<file path="config.mk">
export PLATFORM = sky130hd
export DESIGN_NAME = multi_button_press_classifier
export DESIGN_NICKNAME = d
export VERILOG_FILES = /design/src/hw/rtl/mbpc_pkg.sv /design/src/hw/rtl/mbpc_queue.sv /design/src/hw/rtl/mbpc_front.sv /design/src/hw/rtl/mbpc_back.sv /design/src/hw/rtl/multi_button_press_classifier.sv
export SDC_FILE = /design/constraint.sdc
export NUM_CORES = 1
export LEC_CHECK = 0
export ABC_CLOCK_PERIOD_IN_PS = 13300
export BUFFER_PORTS_ARGS = -buffer_cell sky130_fd_sc_hd__buf_2
export CAP_MARGIN = 15
export CORE_AREA = 2 2 276 278
export CTS_CLUSTER_SIZE = 24
export DETAILED_ROUTE_END_ITERATION = 10
export DIE_AREA = 0 0 278 280
export PLACE_DENSITY_LB_ADDON = 0.1
export SETUP_SLACK_MARGIN = 0.05
export SYNTH_ARGS = -nofsm -noshare
export SYNTH_HDL_FRONTEND = slang
export SYNTH_SLANG_ARGS = --single-unit
</file>
<file path="constraint.sdc">
create_clock -name clk -period 13.3 [get_ports clk]
set_input_delay 0.665 -clock clk [delete_from_list [all_inputs] [get_ports clk]]
set_output_delay 0.665 -clock clk [all_outputs]
set_load 0.02 [all_outputs]
</file>
<file path="src/hw/rtl/mbpc_pkg.sv">
// ----------------------------------------------------------------------------
// mbpc_pkg
// Types, codes and constants shared by the press classifier modules.
// ----------------------------------------------------------------------------
package mbpc_pkg;

	localparam int DEF_NUM_BUTTONS = 8;
	localparam int DEF_TIME_BITS   = 48;
	localparam int DEF_QUEUE_DEPTH = 4;

	localparam int BTN_IDX_W = 3;
	localparam int KIND_W    = 3;
	localparam int MS_W      = 32;
	localparam int MASK_W    = 8;
	localparam int CFG_IDX_W = 4;
	localparam int CFG_DAT_W = 32;
	localparam int LIMIT_W   = 4;

	// Divider used for the microsecond to millisecond conversion.
	localparam int US_PER_MS  = 1000;
	localparam int REM_W      = $clog2(US_PER_MS);
	localparam int DIGIT_BITS = 8;
	localparam logic [REM_W:0] MS_DIVISOR = (REM_W + 1)'(US_PER_MS);

	localparam logic [LIMIT_W-1:0] EVT_LIMIT_CAP = LIMIT_W'(8);

	// Register indexes of the configuration port.
	localparam logic [CFG_IDX_W-1:0] REG_DEBOUNCE   = CFG_IDX_W'(0);
	localparam logic [CFG_IDX_W-1:0] REG_LONG_PRESS = CFG_IDX_W'(1);
	localparam logic [CFG_IDX_W-1:0] REG_EXTRA_LONG = CFG_IDX_W'(2);
	localparam logic [CFG_IDX_W-1:0] REG_EVT_LIMIT  = CFG_IDX_W'(3);

	localparam logic [31:0] RST_DEBOUNCE   = 32'd20000;
	localparam logic [31:0] RST_LONG_PRESS = 32'd500000;
	localparam logic [31:0] RST_EXTRA_LONG = 32'd3000000;
	localparam logic [LIMIT_W-1:0] RST_EVT_LIMIT = LIMIT_W'(8);

	// Event codes.
	localparam logic [KIND_W-1:0] EV_SHORT   = KIND_W'(0);
	localparam logic [KIND_W-1:0] EV_LONG    = KIND_W'(1);
	localparam logic [KIND_W-1:0] EV_EXTRA   = KIND_W'(2);
	localparam logic [KIND_W-1:0] EV_HOLD    = KIND_W'(3);
	localparam logic [KIND_W-1:0] EV_RELEASE = KIND_W'(4);

	typedef enum logic [4:0] {
		PH_IDLE     = 5'b00001,
		PH_DEBOUNCE = 5'b00010,
		PH_PRESSED  = 5'b00100,
		PH_LONG     = 5'b01000,
		PH_HOLD     = 5'b10000
	} phase_t;

	typedef struct packed {
		logic [31:0]        debounce_time_us;
		logic [31:0]        long_press_time_us;
		logic [31:0]        extra_long_time_us;
		logic [LIMIT_W-1:0] events_per_scan_limit;
	} cfg_t;

	typedef struct packed {
		logic [BTN_IDX_W-1:0] button_index;
		logic [KIND_W-1:0]    event_kind;
		logic                 last_of_scan;
	} ev_info_t;

endpackage

</file>
<file path="src/hw/rtl/mbpc_queue.sv">
// ----------------------------------------------------------------------------
// mbpc_queue
// Short event queue between the button walker and the output divider.
// ----------------------------------------------------------------------------
module mbpc_queue #(
	parameter int TIME_BITS = mbpc_pkg::DEF_TIME_BITS,
	parameter int DEPTH     = mbpc_pkg::DEF_QUEUE_DEPTH
) (
	input  logic                   clk,
	input  logic                   arst_n,
	input  logic                   push,
	input  mbpc_pkg::ev_info_t     push_info,
	input  logic [TIME_BITS-1:0]   push_elapsed,
	output logic                   full,
	input  logic                   pop,
	output mbpc_pkg::ev_info_t     pop_info,
	output logic [TIME_BITS-1:0]   pop_elapsed,
	output logic                   empty
);
	import mbpc_pkg::*;

	localparam int PTR_W = (DEPTH > 1) ? $clog2(DEPTH) : 1;
	localparam int CNT_W = $clog2(DEPTH + 1);

	ev_info_t             info_q [DEPTH];
	logic [TIME_BITS-1:0] elapsed_q [DEPTH];
	logic [PTR_W-1:0]     wr_ptr_q;
	logic [PTR_W-1:0]     rd_ptr_q;
	logic [CNT_W-1:0]     count_q;
	logic                 do_push;
	logic                 do_pop;

	assign full     = (count_q == CNT_W'(DEPTH));
	assign empty    = (count_q == '0);
	assign do_push  = push && !full;
	assign do_pop   = pop && !empty;
	assign pop_info    = info_q[rd_ptr_q];
	assign pop_elapsed = elapsed_q[rd_ptr_q];

	always_ff @(posedge clk or negedge arst_n) begin
		if (!arst_n) begin
			wr_ptr_q <= '0;
			rd_ptr_q <= '0;
			count_q  <= '0;
		end else begin
			if (do_push) begin
				wr_ptr_q <= (wr_ptr_q == PTR_W'(DEPTH - 1)) ? '0 : wr_ptr_q + 1'b1;
			end
			if (do_pop) begin
				rd_ptr_q <= (rd_ptr_q == PTR_W'(DEPTH - 1)) ? '0 : rd_ptr_q + 1'b1;
			end
			if (do_push && !do_pop) begin
				count_q <= count_q + 1'b1;
			end else if (do_pop && !do_push) begin
				count_q <= count_q - 1'b1;
			end
		end
	end

	always_ff @(posedge clk) begin
		if (do_push) begin
			info_q[wr_ptr_q]    <= push_info;
			elapsed_q[wr_ptr_q] <= push_elapsed;
		end
	end

endmodule

</file>
<file path="src/hw/rtl/mbpc_front.sv">
// ----------------------------------------------------------------------------
// mbpc_front
// Classifies each button of a scan, one per cycle while the queue has room.
// ----------------------------------------------------------------------------
module mbpc_front #(
	parameter int NUM_BUTTONS = mbpc_pkg::DEF_NUM_BUTTONS,
	parameter int TIME_BITS   = mbpc_pkg::DEF_TIME_BITS
) (
	input  logic                          clk,
	input  logic                          arst_n,
	input  mbpc_pkg::cfg_t                cfg,
	input  logic                          in_valid,
	output logic                          in_stall,
	input  logic [TIME_BITS-1:0]          scan_time_us,
	input  logic [mbpc_pkg::MASK_W-1:0]   pressed_mask,
	input  logic                          q_full,
	output logic                          q_push,
	output mbpc_pkg::ev_info_t            q_info,
	output logic [TIME_BITS-1:0]          q_elapsed
);
	import mbpc_pkg::*;

	localparam int BTN_W = (NUM_BUTTONS > 1) ? $clog2(NUM_BUTTONS) : 1;

	typedef enum logic [2:0] {
		F_IDLE  = 3'b001,
		F_WALK  = 3'b010,
		F_FLUSH = 3'b100
	} front_state_t;

	front_state_t         state_q;
	logic [TIME_BITS-1:0] now_q;
	logic [MASK_W-1:0]    mask_q;
	logic [BTN_W-1:0]     btn_q;
	logic [LIMIT_W-1:0]   cnt_q;
	phase_t               phase_q [NUM_BUTTONS];
	logic [TIME_BITS-1:0] start_q [NUM_BUTTONS];
	logic                 xl_q [NUM_BUTTONS];
	logic                 pend_vld_q;
	ev_info_t             pend_info_q;
	logic [TIME_BITS-1:0] pend_el_q;

	phase_t               phase_rd;
	phase_t               phase_nx;
	logic [TIME_BITS-1:0] elapsed;
	logic                 pressed;
	logic                 ev_vld;
	logic [KIND_W-1:0]    ev_kind;
	logic                 set_start;
	logic                 set_xl;
	logic [LIMIT_W-1:0]   limit;
	logic                 emit;
	logic                 walk_push;
	logic                 advance;
	logic                 flush_push;
	logic                 flush_go;
	logic                 last_btn;

	assign in_stall = (state_q != F_IDLE);
	assign phase_rd = phase_q[btn_q];
	assign elapsed  = now_q - start_q[btn_q];
	assign limit    = (cfg.events_per_scan_limit > EVT_LIMIT_CAP) ? EVT_LIMIT_CAP
	                                                              : cfg.events_per_scan_limit;
	assign last_btn = (btn_q == BTN_W'(NUM_BUTTONS - 1));

	// Buttons past the mask width always read as released.
	always_comb begin
		pressed = 1'b0;
		for (int k = 0; k < MASK_W; k++) begin
			if (k < NUM_BUTTONS && int'(btn_q) == k) begin
				pressed = mask_q[k];
			end
		end
	end

	always_comb begin
		phase_nx  = phase_rd;
		ev_vld    = 1'b0;
		ev_kind   = EV_SHORT;
		set_start = 1'b0;
		set_xl    = 1'b0;
		case (phase_rd)
			PH_DEBOUNCE: begin
				if (!pressed) begin
					phase_nx = PH_IDLE;
				end else if (elapsed >= TIME_BITS'(cfg.debounce_time_us)) begin
					phase_nx = PH_PRESSED;
				end
			end
			PH_PRESSED: begin
				if (!pressed) begin
					phase_nx = PH_IDLE;
					ev_vld   = 1'b1;
					ev_kind  = EV_SHORT;
				end else if (elapsed >= TIME_BITS'(cfg.long_press_time_us)) begin
					phase_nx = PH_LONG;
					ev_vld   = 1'b1;
					ev_kind  = EV_LONG;
				end
			end
			PH_LONG: begin
				if (!pressed) begin
					phase_nx = PH_IDLE;
					ev_vld   = 1'b1;
					ev_kind  = EV_RELEASE;
				end else begin
					phase_nx = PH_HOLD;
				end
			end
			PH_HOLD: begin
				ev_vld = 1'b1;
				if (!pressed) begin
					phase_nx = PH_IDLE;
					ev_kind  = EV_RELEASE;
				end else if (!xl_q[btn_q] &&
				             elapsed >= TIME_BITS'(cfg.extra_long_time_us)) begin
					set_xl  = 1'b1;
					ev_kind = EV_EXTRA;
				end else begin
					ev_kind = EV_HOLD;
				end
			end
			default: begin
				if (pressed) begin
					phase_nx  = PH_DEBOUNCE;
					set_start = 1'b1;
				end else begin
					phase_nx = PH_IDLE;
				end
			end
		endcase
	end

	// An emitted event parks in the pending register; the one it replaces is
	// pushed, so only the flush knows which event closes the scan.
	assign emit       = ev_vld && (cnt_q < limit);
	assign walk_push  = (state_q == F_WALK) && emit && pend_vld_q;
	assign advance    = (state_q == F_WALK) && !(walk_push && q_full);
	assign flush_push = (state_q == F_FLUSH) && pend_vld_q;
	assign flush_go   = (state_q == F_FLUSH) && !(flush_push && q_full);
	assign q_push     = (walk_push || flush_push) && !q_full;

	always_comb begin
		q_info              = pend_info_q;
		q_info.last_of_scan = (state_q == F_FLUSH);
	end
	assign q_elapsed = pend_el_q;

	always_ff @(posedge clk or negedge arst_n) begin
		if (!arst_n) begin
			state_q    <= F_IDLE;
			btn_q      <= '0;
			cnt_q      <= '0;
			pend_vld_q <= 1'b0;
			for (int b = 0; b < NUM_BUTTONS; b++) begin
				phase_q[b] <= PH_IDLE;
			end
		end else begin
			case (state_q)
				F_IDLE: begin
					if (in_valid) begin
						state_q <= F_WALK;
						btn_q   <= '0;
						cnt_q   <= '0;
					end
				end
				F_WALK: begin
					if (advance) begin
						phase_q[btn_q] <= phase_nx;
						if (emit) begin
							pend_vld_q <= 1'b1;
							cnt_q      <= cnt_q + 1'b1;
						end
						if (last_btn) begin
							state_q <= F_FLUSH;
						end else begin
							btn_q <= btn_q + 1'b1;
						end
					end
				end
				F_FLUSH: begin
					if (flush_go) begin
						pend_vld_q <= 1'b0;
						state_q    <= F_IDLE;
					end
				end
				default: begin
					state_q <= F_IDLE;
				end
			endcase
		end
	end

	always_ff @(posedge clk) begin
		if (state_q == F_IDLE && in_valid) begin
			now_q  <= scan_time_us;
			mask_q <= pressed_mask;
		end
		if (advance) begin
			if (set_start) begin
				start_q[btn_q] <= now_q;
				xl_q[btn_q]    <= 1'b0;
			end else if (set_xl) begin
				xl_q[btn_q] <= 1'b1;
			end
			if (emit) begin
				pend_info_q.button_index <= BTN_IDX_W'(btn_q);
				pend_info_q.event_kind   <= ev_kind;
				pend_info_q.last_of_scan <= 1'b0;
				pend_el_q                <= elapsed;
			end
		end
	end

endmodule

</file>
<file path="src/hw/rtl/mbpc_back.sv">
// ----------------------------------------------------------------------------
// mbpc_back
// Converts each queued event's elapsed time to milliseconds and presents it.
// ----------------------------------------------------------------------------
module mbpc_back #(
	parameter int TIME_BITS = mbpc_pkg::DEF_TIME_BITS
) (
	input  logic                            clk,
	input  logic                            arst_n,
	input  logic                            q_empty,
	output logic                            q_pop,
	input  mbpc_pkg::ev_info_t              q_info,
	input  logic [TIME_BITS-1:0]            q_elapsed,
	output logic                            out_valid,
	input  logic                            out_stall,
	output logic [mbpc_pkg::BTN_IDX_W-1:0]  button_index,
	output logic [mbpc_pkg::KIND_W-1:0]     event_kind,
	output logic [mbpc_pkg::MS_W-1:0]       held_ms,
	output logic                            last_of_scan
);
	import mbpc_pkg::*;

	localparam int DIV_STEPS = (TIME_BITS + DIGIT_BITS - 1) / DIGIT_BITS;
	localparam int DIV_BITS  = DIV_STEPS * DIGIT_BITS;
	localparam int CNT_W     = $clog2(DIV_STEPS + 1);

	logic                  div_act_q;
	logic [CNT_W-1:0]      div_cnt_q;
	logic [DIV_BITS-1:0]   dvd_q;
	logic [DIV_BITS-1:0]   quo_q;
	logic [REM_W-1:0]      rem_q;
	ev_info_t              info_q;
	logic                  out_vld_q;
	ev_info_t              out_info_q;
	logic [MS_W-1:0]       out_ms_q;

	logic [REM_W-1:0]      rem_nx;
	logic [DIGIT_BITS-1:0] digit;
	logic                  div_done;
	logic                  move;

	// One quotient digit per cycle by restoring long division.
	always_comb begin
		logic [REM_W:0] trial;
		rem_nx = rem_q;
		digit  = '0;
		for (int k = DIGIT_BITS - 1; k >= 0; k--) begin
			trial = {rem_nx, dvd_q[DIV_BITS - DIGIT_BITS + k]};
			if (trial >= MS_DIVISOR) begin
				trial    = trial - MS_DIVISOR;
				digit[k] = 1'b1;
			end
			rem_nx = trial[REM_W-1:0];
		end
	end

	assign div_done = div_act_q && (div_cnt_q == CNT_W'(DIV_STEPS));
	assign move     = div_done && (!out_vld_q || !out_stall);
	assign q_pop    = !div_act_q && !q_empty;

	assign out_valid    = out_vld_q;
	assign button_index = out_info_q.button_index;
	assign event_kind   = out_info_q.event_kind;
	assign last_of_scan = out_info_q.last_of_scan;
	assign held_ms      = out_ms_q;

	always_ff @(posedge clk or negedge arst_n) begin
		if (!arst_n) begin
			div_act_q <= 1'b0;
			div_cnt_q <= '0;
			out_vld_q <= 1'b0;
		end else begin
			if (q_pop) begin
				div_act_q <= 1'b1;
				div_cnt_q <= '0;
			end else if (move) begin
				div_act_q <= 1'b0;
			end else if (div_act_q && !div_done) begin
				div_cnt_q <= div_cnt_q + 1'b1;
			end
			if (move) begin
				out_vld_q <= 1'b1;
			end else if (out_vld_q && !out_stall) begin
				out_vld_q <= 1'b0;
			end
		end
	end

	always_ff @(posedge clk) begin
		if (q_pop) begin
			dvd_q  <= DIV_BITS'(q_elapsed);
			quo_q  <= '0;
			rem_q  <= '0;
			info_q <= q_info;
		end else if (div_act_q && !div_done) begin
			dvd_q <= dvd_q << DIGIT_BITS;
			quo_q <= {quo_q[DIV_BITS-DIGIT_BITS-1:0], digit};
			rem_q <= rem_nx;
		end
		if (move) begin
			out_info_q <= info_q;
			out_ms_q   <= quo_q[MS_W-1:0];
		end
	end

endmodule

</file>
<file path="src/hw/rtl/multi_button_press_classifier.sv">
// ----------------------------------------------------------------------------
// multi_button_press_classifier
// Per-button debounce, short, long, extra-long, hold and release detection.
// ----------------------------------------------------------------------------
// Each accepted scan (timestamp plus pressed mask) is walked one button per
// cycle: the classifier takes the scan, visits the buttons in index order
// and then closes the scan by marking its final event. Events go through a
// short queue to a millisecond converter that produces eight quotient
// bits per cycle and takes a new event only after the last one has left
// for the output register. The walker stalls only when the queue is full,
// and a new scan is taken while earlier events are still being converted
// or wait at the output. The per-button phase registers are cleared by
// reset; no clearing pass is needed and a scan can be taken once reset ends.
// ----------------------------------------------------------------------------
module multi_button_press_classifier #(
	parameter int NUM_BUTTONS = mbpc_pkg::DEF_NUM_BUTTONS,
	parameter int TIME_BITS   = mbpc_pkg::DEF_TIME_BITS,
	parameter int QUEUE_DEPTH = mbpc_pkg::DEF_QUEUE_DEPTH
) (
	input  logic                             clk,
	input  logic                             arst_n,
	// Configuration write channel.
	input  logic                             cfg_valid,
	output logic                             cfg_ready,
	input  logic [mbpc_pkg::CFG_IDX_W-1:0]   cfg_index,
	input  logic [mbpc_pkg::CFG_DAT_W-1:0]   cfg_data,
	// Scan input channel.
	input  logic                             in_valid,
	output logic                             in_stall,
	input  logic [TIME_BITS-1:0]             scan_time_us,
	input  logic [mbpc_pkg::MASK_W-1:0]      pressed_mask,
	// Event output channel.
	output logic                             out_valid,
	input  logic                             out_stall,
	output logic [mbpc_pkg::BTN_IDX_W-1:0]   button_index,
	output logic [mbpc_pkg::KIND_W-1:0]      event_kind,
	output logic [mbpc_pkg::MS_W-1:0]        held_ms,
	output logic                             last_of_scan
);
	import mbpc_pkg::*;

	cfg_t                 cfg_q;
	logic                 q_full;
	logic                 q_push;
	ev_info_t             q_push_info;
	logic [TIME_BITS-1:0] q_push_elapsed;
	logic                 q_empty;
	logic                 q_pop;
	ev_info_t             q_pop_info;
	logic [TIME_BITS-1:0] q_pop_elapsed;

	// Register writes are always taken. Writes to an unknown index are
	// acknowledged and dropped.
	assign cfg_ready = 1'b1;

	always_ff @(posedge clk or negedge arst_n) begin
		if (!arst_n) begin
			cfg_q.debounce_time_us      <= RST_DEBOUNCE;
			cfg_q.long_press_time_us    <= RST_LONG_PRESS;
			cfg_q.extra_long_time_us    <= RST_EXTRA_LONG;
			cfg_q.events_per_scan_limit <= RST_EVT_LIMIT;
		end else if (cfg_valid && cfg_ready) begin
			case (cfg_index)
				REG_DEBOUNCE:   cfg_q.debounce_time_us   <= cfg_data;
				REG_LONG_PRESS: cfg_q.long_press_time_us <= cfg_data;
				REG_EXTRA_LONG: cfg_q.extra_long_time_us <= cfg_data;
				REG_EVT_LIMIT:  cfg_q.events_per_scan_limit <= cfg_data[LIMIT_W-1:0];
				default: begin
				end
			endcase
		end
	end

	// The front walks buttons and decides which events are emitted.
	mbpc_front #(
		.NUM_BUTTONS (NUM_BUTTONS),
		.TIME_BITS   (TIME_BITS)
	) u_front (
		.clk          (clk),
		.arst_n       (arst_n),
		.cfg          (cfg_q),
		.in_valid     (in_valid),
		.in_stall     (in_stall),
		.scan_time_us (scan_time_us),
		.pressed_mask (pressed_mask),
		.q_full       (q_full),
		.q_push       (q_push),
		.q_info       (q_push_info),
		.q_elapsed    (q_push_elapsed)
	);

	// The queue lets the walker run ahead while the converter is busy.
	mbpc_queue #(
		.TIME_BITS (TIME_BITS),
		.DEPTH     (QUEUE_DEPTH)
	) u_queue (
		.clk          (clk),
		.arst_n       (arst_n),
		.push         (q_push),
		.push_info    (q_push_info),
		.push_elapsed (q_push_elapsed),
		.full         (q_full),
		.pop          (q_pop),
		.pop_info     (q_pop_info),
		.pop_elapsed  (q_pop_elapsed),
		.empty        (q_empty)
	);

	// The back converts the elapsed time to milliseconds and holds the
	// result in the output register until the transaction completes.
	mbpc_back #(
		.TIME_BITS (TIME_BITS)
	) u_back (
		.clk          (clk),
		.arst_n       (arst_n),
		.q_empty      (q_empty),
		.q_pop        (q_pop),
		.q_info       (q_pop_info),
		.q_elapsed    (q_pop_elapsed),
		.out_valid    (out_valid),
		.out_stall    (out_stall),
		.button_index (button_index),
		.event_kind   (event_kind),
		.held_ms      (held_ms),
		.last_of_scan (last_of_scan)
	);

endmodule

</file>
==> results of run 1 <==
## metal layers
| layer | routed length (um) | share of wire [%] | GRT usage (%) | vias to the layer above |
|---|---|---|---|---|
| li1 | - | - | - | 12620 |
| met2 | 51080 | 47 | 44.96 | 1110 |
| met4 | 2792 | 2.6 | 8.538 | 0 |
| met1 | 47070 | 43 | 40.50 | 14100 |
| met5 | 0 | 0 | 0 | - |
| met3 | 7450 | 6.9 | 3.880 | 156 |
## power by group
group          switching, mW  total (mW)  internal [mW]
combinational           3.90        6.23           2.33
sequential             0.321        4.36           4.04
clock                   1.24        2.87           1.63
total                   5.46        13.5           8.00
## placed cells by master, fill, tap and decap left out, types with 55 or more instances in the layout
cell,n
a21o_1,75
edfxtp_1,816
a21oi_1,80
ha_1,165
buf_2,137
nor2_1,109
nand3_1,75
a22oi_1,213
inv_1,146
mux4_2,55
nand2_1,332
mux2_2,91
o21ai_0,147
dfrtp_1,129
and4_1,55
clkbuf_16,102
## registers in the layout, indices dropped and copies added (netlist names), 7 cells and up
register and cells:
cfg_q 100, u_back.dvd_q 48, u_back.held_ms 32, u_back.info_q 7, u_back.quo_q 32, u_back.rem_q 10
u_front.mask_q 8, u_front.now_q 48, u_front.phase_q 40, u_front.q_elapsed 48, u_front.start_q 384, u_front.xl_q 8
u_queue.elapsed_q 192, u_queue.info_q 28
## worst min-delay path by stage
stage,startpoint,endpoint,cells past startpoint
2_1_floorplan,arst_n,cfg_q[0]$_DFFE_PN0P_,0
3_3_place_gp,u_back.info_q[1]$_DFFE_PP_,u_back.event_kind[0]$_DFFE_PP_,0
3_5_place_dp,u_back.info_q[2]$_DFFE_PP_,u_back.event_kind[1]$_DFFE_PP_,0
4_1_cts,scan_time_us[6],u_front.now_q[6]$_DFFE_PP_,1
5_1_grt,scan_time_us[21],u_front.now_q[21]$_DFFE_PP_,1
6_report,scan_time_us[6],u_front.now_q[6]$_DFFE_PP_,1
## layout make-up
| class | count | share of cell area, % |
|---|---|---|
| clock inverter | 66 | 1.465 |
| clock buffer | 120 | 5.293 |
| inverter | 150 | 1.129 |
| sequential | 1021 | 59.08 |
| tap | 978 | 2.453 |
| timing repair buffer | 182 | 2.085 |
| multi-input combinational | 1904 | 28.49 |
## cell families (layout without fill, tap and decap cells)
group | after synthesis | after routing | synth area share (%)
AND/OR/NAND/NOR | 814 | 814 | 9.157
AO/OA/AOI/OAI | 719 | 719 | 11.43
flip-flops | 1021 | 1021 | 66.12
other | 1 | 1 | 0.008416
multiplexers | 159 | 159 | 5.383
buffers and inverters | 270 | 518 | 2.308
adder cells (fa/ha/maj) | 169 | 169 | 4.771
XOR/XNOR | 42 | 42 | 0.8255
## Yosys cell counts (12+ instances only)
cell type,count,area share [%]
nor3_1,37,0.42
o21ai_0,147,1.7
a31oi_1,17,0.24
dfstp_2,32,1.9
buf_1,23,0.19
clkbuf_1,89,0.75
o31ai_1,12,0.20
xnor2_1,32,0.63
o21a_1,13,0.22
dfxtp_1,42,1.9
and4_1,55,1.1
and2_1,24,0.34
nand2_1,332,2.8
nand2b_1,28,0.39
a22oi_1,213,3.6
dfrtp_1,131,7.4
nor4_1,12,0.17
nor3b_1,14,0.24
mux2_2,91,2.3
ha_1,165,4.6
o211ai_1,17,0.29
edfxtp_1,816,55
nand4_1,30,0.42
a21o_1,75,1.3
inv_1,148,1.2
nor2_1,120,1.0
and3_1,16,0.22
nand3_1,75,0.84
nor2b_1,23,0.32
a21oi_1,82,0.92
mux4_2,55,2.8
## metrics by stage
| stage | cell area, sq um | power (mW) | cells | utilization, % | setup WS (ns) |
|---|---|---|---|---|---|
| after floorplan | 44560 | 8.810 | 3195 | - | 4.505 |
| after CTS | 49850 | 13.42 | 4419 | 66.30 | 3.236 |
| final | 49880 | 13.46 | 4421 | 66.34 | 3.073 |
| after global routing | 49880 | 14.31 | 4421 | 66.34 | 2.310 |
| after global placement | 46470 | 10.40 | 4231 | 61.80 | 3.564 |
| after detailed placement | 46470 | 10.54 | 4232 | 61.81 | 3.303 |
==> results.toml, run 1 <==
[clocking]
cts.sink_count = 1021
clkSlewWorstSetupHoldPaths_ns = 0.07
cts_buffers = 102
clock_latency_ns = 0.69
ctsResizeCount = 0
cts_buffer_depth = 3
post_cts_buffers = 0
cts-htree-levels = 3
ctsHoldBuffers = 1
clockRootBuffer = "clkbuf_16"
cts_tree = "yes"

[critical_path]
slowest_stage = "a221oi_1"
critical_path_class = "reg -> reg"
r2r-end = "u_front.phase_q[32]$_DFFE_PN0P_"
cp.required_ns = 13.84
crit_start = "u_front.btn_q[1]$_DFFE_PN0P_"
reg2reg_setup_slack_ns = 3.07
crit_end = "u_front.phase_q[32]$_DFFE_PN0P_"
arrival_ns = 10.76
crit_path_start_kind = "register"
cpPeakStageDelay_ns = 0.96
reg2reg_depth = 35
crit_family = "compound AO/OA/AOI/OAI gates"
crit_fanout = 10
critPathBufInv = 2
r2r-start = "u_front.btn_q[1]$_DFFE_PN0P_"
crit_path_end_kind = "register"
cp.depth = 35

[layout]
fin_nets = 3625
num-fill-cells = 5277
area_growth_pct = 11.93
regArea_sq_um = 29470
drive_gt1_share_pct = 16.96
diodes = 0
multiInputGateArea_sq_um = 14210

[routing]
drtPass1Iterations = 6
viasPerCell = 6.329
wl_per_cell_um = 24.52
ant_nets = 0
num_vias = 27980
drcViolationCount = 0
drt_wl_total_um = 108400
drt_iter0_drc = 2896

[yosys]
ys_seq_elements = 1021
ys_seq_area_share_pct = 66.12
synth_cell_types = 109
synthFlopType = "edfxtp_1"
yosys_warnings = 0
synth_area_sq_um = 44560
syn-num-nets = 3459
synth.avg_cell_area_sq_um = 13.95
syn_inst = 3195
synth-async-reset-ratio_pct = 15.96
synth-edff-count = 816

[timing]
fin_skew_ns = 0.04356
tightest_slew_ns = 1.176
hold_viol = 0
period_needed_ns = 10.23
setup_violations = 0
relSlewSlack_pct = 21.59
fin_tns_setup_ns = 0
fmax_mhz = 97.78
drv_slew = 0
fin_hold_ws_ns = 0.1477
rsz0062_at_grt = "false"
min_period_over_period_pct = 76.90

[min_path]
hold_path.class = "in -> reg"

[pwr]
irDropWorstVdd_uv = 239.6
p_per_area_nw_per_um2 = 269.9
p_leak_nw = 18.29

[floorplan]
core-area_sq_um = 75190
io_pins = 139
dieArea_sq_um = 77840
dieWidth_um = 278
start_util_pct = 59.26
die_height_um = 280
rows = 101

[grt]
grt_pass1_wl_um = 166900
grt_max_degree = 75
grt_pass1_vias = 27990
grt-ovfl-total = 0
track_usage_pct = 28.08
antenna_found_initial = 0

[flow_run]
max_cap_viol_count = 0

[run_status]
status = "finished, final reports clean"

[placed_design]
portBuffers = 137
dp_hpwl_um = 69490
gp_congestion = 0.9136
No activity file was read; power rests on OpenSTA's default activity.
==> run 2: changes to the inputs <==
- ABC_CLOCK_PERIOD_IN_PS: 13300 -> 8900
- CORE_AREA: 2 2 276 278 -> 2 2 286 288
- DIE_AREA: 0 0 278 280 -> 0 0 288 290
- clock period: 13.3 -> 8.9 ns (I/O delays scaled with it)
==> run 2 against run 1 <==
Compared with the run above: total power up 60%; worst hold slack got worse by 0.12 ns; highest routed layer unchanged; first-iteration DRC count decreased by 1.8%; via count is 2.8% higher; flip-flop and latch count did not move; fmax up 21%; sequential power is 50% higher; critical endpoint is now u_queue.count_q[1]$_DFFE_PN0P_; register-to-register slack got worse by 2.6 ns; routed wire length up 6.8%.
==> results.toml, run 2 (same netlist as run 1, synthesis figures left out) <==
[pwr]
p_per_area_nw_per_um2 = 416.7
irDropWorstVdd_uv = 399.3
power.total_mw = 21.57
p_leak_nw = 19.21
p_clk_share_pct = 20.8
power_frac_comb_pct = 48.8
power_frac_seq_pct = 30.3
swShare_pct = 39.86
p_int_mw = 12.97
switching_power_mw = 8.596

[flow_run]
max_cap_viol_count = 0

[timing]
fmax_mhz = 118.1
period_needed_ns = 8.470
tightest_slew_ns = 1.068
drv_slew = 0
setup_violations = 0
min_period_over_period_pct = 95.17
fin_skew_ns = 0.03342
fin_hold_ws_ns = 0.02551
hold_viol = 0
relSlewSlack_pct = 28.12
rsz0062_at_grt = "true"

[floorplan]
io_pins = 139
dieArea_sq_um = 83520
dieWidth_um = 288
rows = 104
die_height_um = 290
start_util_pct = 55.59
core-area_sq_um = 80160

[grt]
grt_max_degree = 95
grt_pass1_wl_um = 175100
track_usage_pct = 27.66
grt-ovfl-total = 0
grt_pass1_vias = 28600
antenna_found_initial = 3

[layout]
regArea_sq_um = 29470
final_cell_mix = "edfxtp_1 (816), nand2_1 (331), a22oi_1 (212)"
final_cell_area_sq_um = 51760
area_growth_pct = 16.15
largest_reg_flops = 384
final_core_util_pct = 64.57
largestRegisters = "u_front.start_q: 384 flops, u_queue.elapsed_q: 192 flops, cfg_q: 100 flops"
stdcell_count = 4679
num-fill-cells = 5888
drive_gt1_share_pct = 19.55
layout.cells.most_common = "edfxtp_1"
fin_nets = 3792
multiInputGateArea_sq_um = 14290
largest-register = "u_front.start_q"

[routing]
drtPass1Iterations = 6
viasPerCell = 6.149
num_vias = 28770
wl_per_cell_um = 24.74
ant_nets = 0
drcViolationCount = 0
drt_iter0_drc = 2843
drt_wl_total_um = 115800

[clocking]
cts_tree = "yes"
clock_latency_ns = 0.66
clkSlewWorstSetupHoldPaths_ns = 0.06
cts_buffers = 102
clockRootBuffer = "clkbuf_16"
cts_buffer_depth = 3
cts.sink_count = 1021
cts-htree-levels = 3

[critical_path]
arrival_ns = 8.99
slowest_stage = "dfrtp_1"
crit_fanout = 9
crit_path_end_kind = "register"
cpPeakStageDelay_ns = 0.52
crit_path_start_kind = "register"
crit_family = "compound AO/OA/AOI/OAI gates"
critical_path_class = "reg -> reg"
cp.required_ns = 9.42
critPathBufInv = 6

[placed_design]
dp_hpwl_um = 75640
dpl_cell_area_sq_um = 47460
portBuffers = 137
gp_congestion = 0.8990
placedCellCount = 4417

[min_path]
hold_path.class = "in -> reg"

[run_status]
status = "finished, final reports clean"
-- run 2: metal layers --
metal / GRT usage, % / up-vias / share of wire, %
li1: - / 12980 / -
met1: 39.77 / 14470 / 44
met2: 44.28 / 1112 / 47
met3: 3.467 / 215 / 6.0
met4: 8.606 / 0 / 2.8
met5: 0 / - / 0
-- run 2: layout make-up --
cell class	count	area share, %
Clock inverter	54	1.390
Multi-Input combinational cell	1904	27.61
Inverter	150	1.095
Clock buffer	139	5.459
Sequential cell	1021	56.95
Antenna cell	2	0.009670
Tap cell	1060	2.562
Timing Repair Buffer	349	4.929
-- run 2: power by group through the flow --
stage | registers (mW) | logic [mW] | clock network, mW
6_report | 6.54 | 10.5 | 4.49
5_1_grt | 6.62 | 11.5 | 4.75
4_1_cts | 6.55 | 10.3 | 4.55
3_5_place_dp | 6.64 | 10.2 | 0
3_3_place_gp | 6.62 | 10.1 | 0
2_1_floorplan | 6.39 | 6.77 | 0
-- run 2: metrics by stage --
stage | setup slack [ns] | setup TNS [ns]
global route | -0.05947 | -0.07190
global placement | 0.3538 | 0
detailed placement | 0.2439 | 0
finish | 0.4301 | 0
CTS | 0.1754 | 0
floorplan | 0.1048 | 0
-- run 2: worst reg2reg max path, delay by kind of cell, from the launching register on --
kind | cells | cell delay [ns]
AOI/OAI and AO/OA | 19 | 3.89
adders and majority gates | 5 | 1.48
buffers and inverters | 6 | 1.06
and+or+nand+nor | 8 | 0.90
DFF | 1 | 0.52
muxes | 1 | 0.27
xor gates and xnor gates | 1 | 0.22
-- run 2: path summary, 6_finish.rpt --
path	start	end	slack, ns	cells after the start
setup / recovery	u_front.btn_q[2]$_DFFE_PN0P_	u_queue.count_q[1]$_DFFE_PN0P_	0.43	40
hold / removal	cfg_data[7]	cfg_q[11]$_DFFE_PN1P_	0.03	3
setup reg to reg	u_front.btn_q[2]$_DFFE_PN0P_	u_queue.count_q[1]$_DFFE_PN0P_	0.43	40
hold reg to reg	u_back.info_q[0]$_DFFE_PP_	u_back.last_of_scan$_DFFE_PP_	0.42	0
max in group asynchronous	arst_n	u_front.btn_q[0]$_DFFE_PN0P_	6.74	3
min in group asynchronous	arst_n	cfg_q[39]$_DFFE_PN0P_	0.42	2
-- run 2: what timing repair did --
item                                    CTS  global route
setup buffers                             0             5
endpoints found under the setup margin    0           341
hold buffers                             62             0
endpoints found under the hold margin   133             0
resized for setup                         0            21
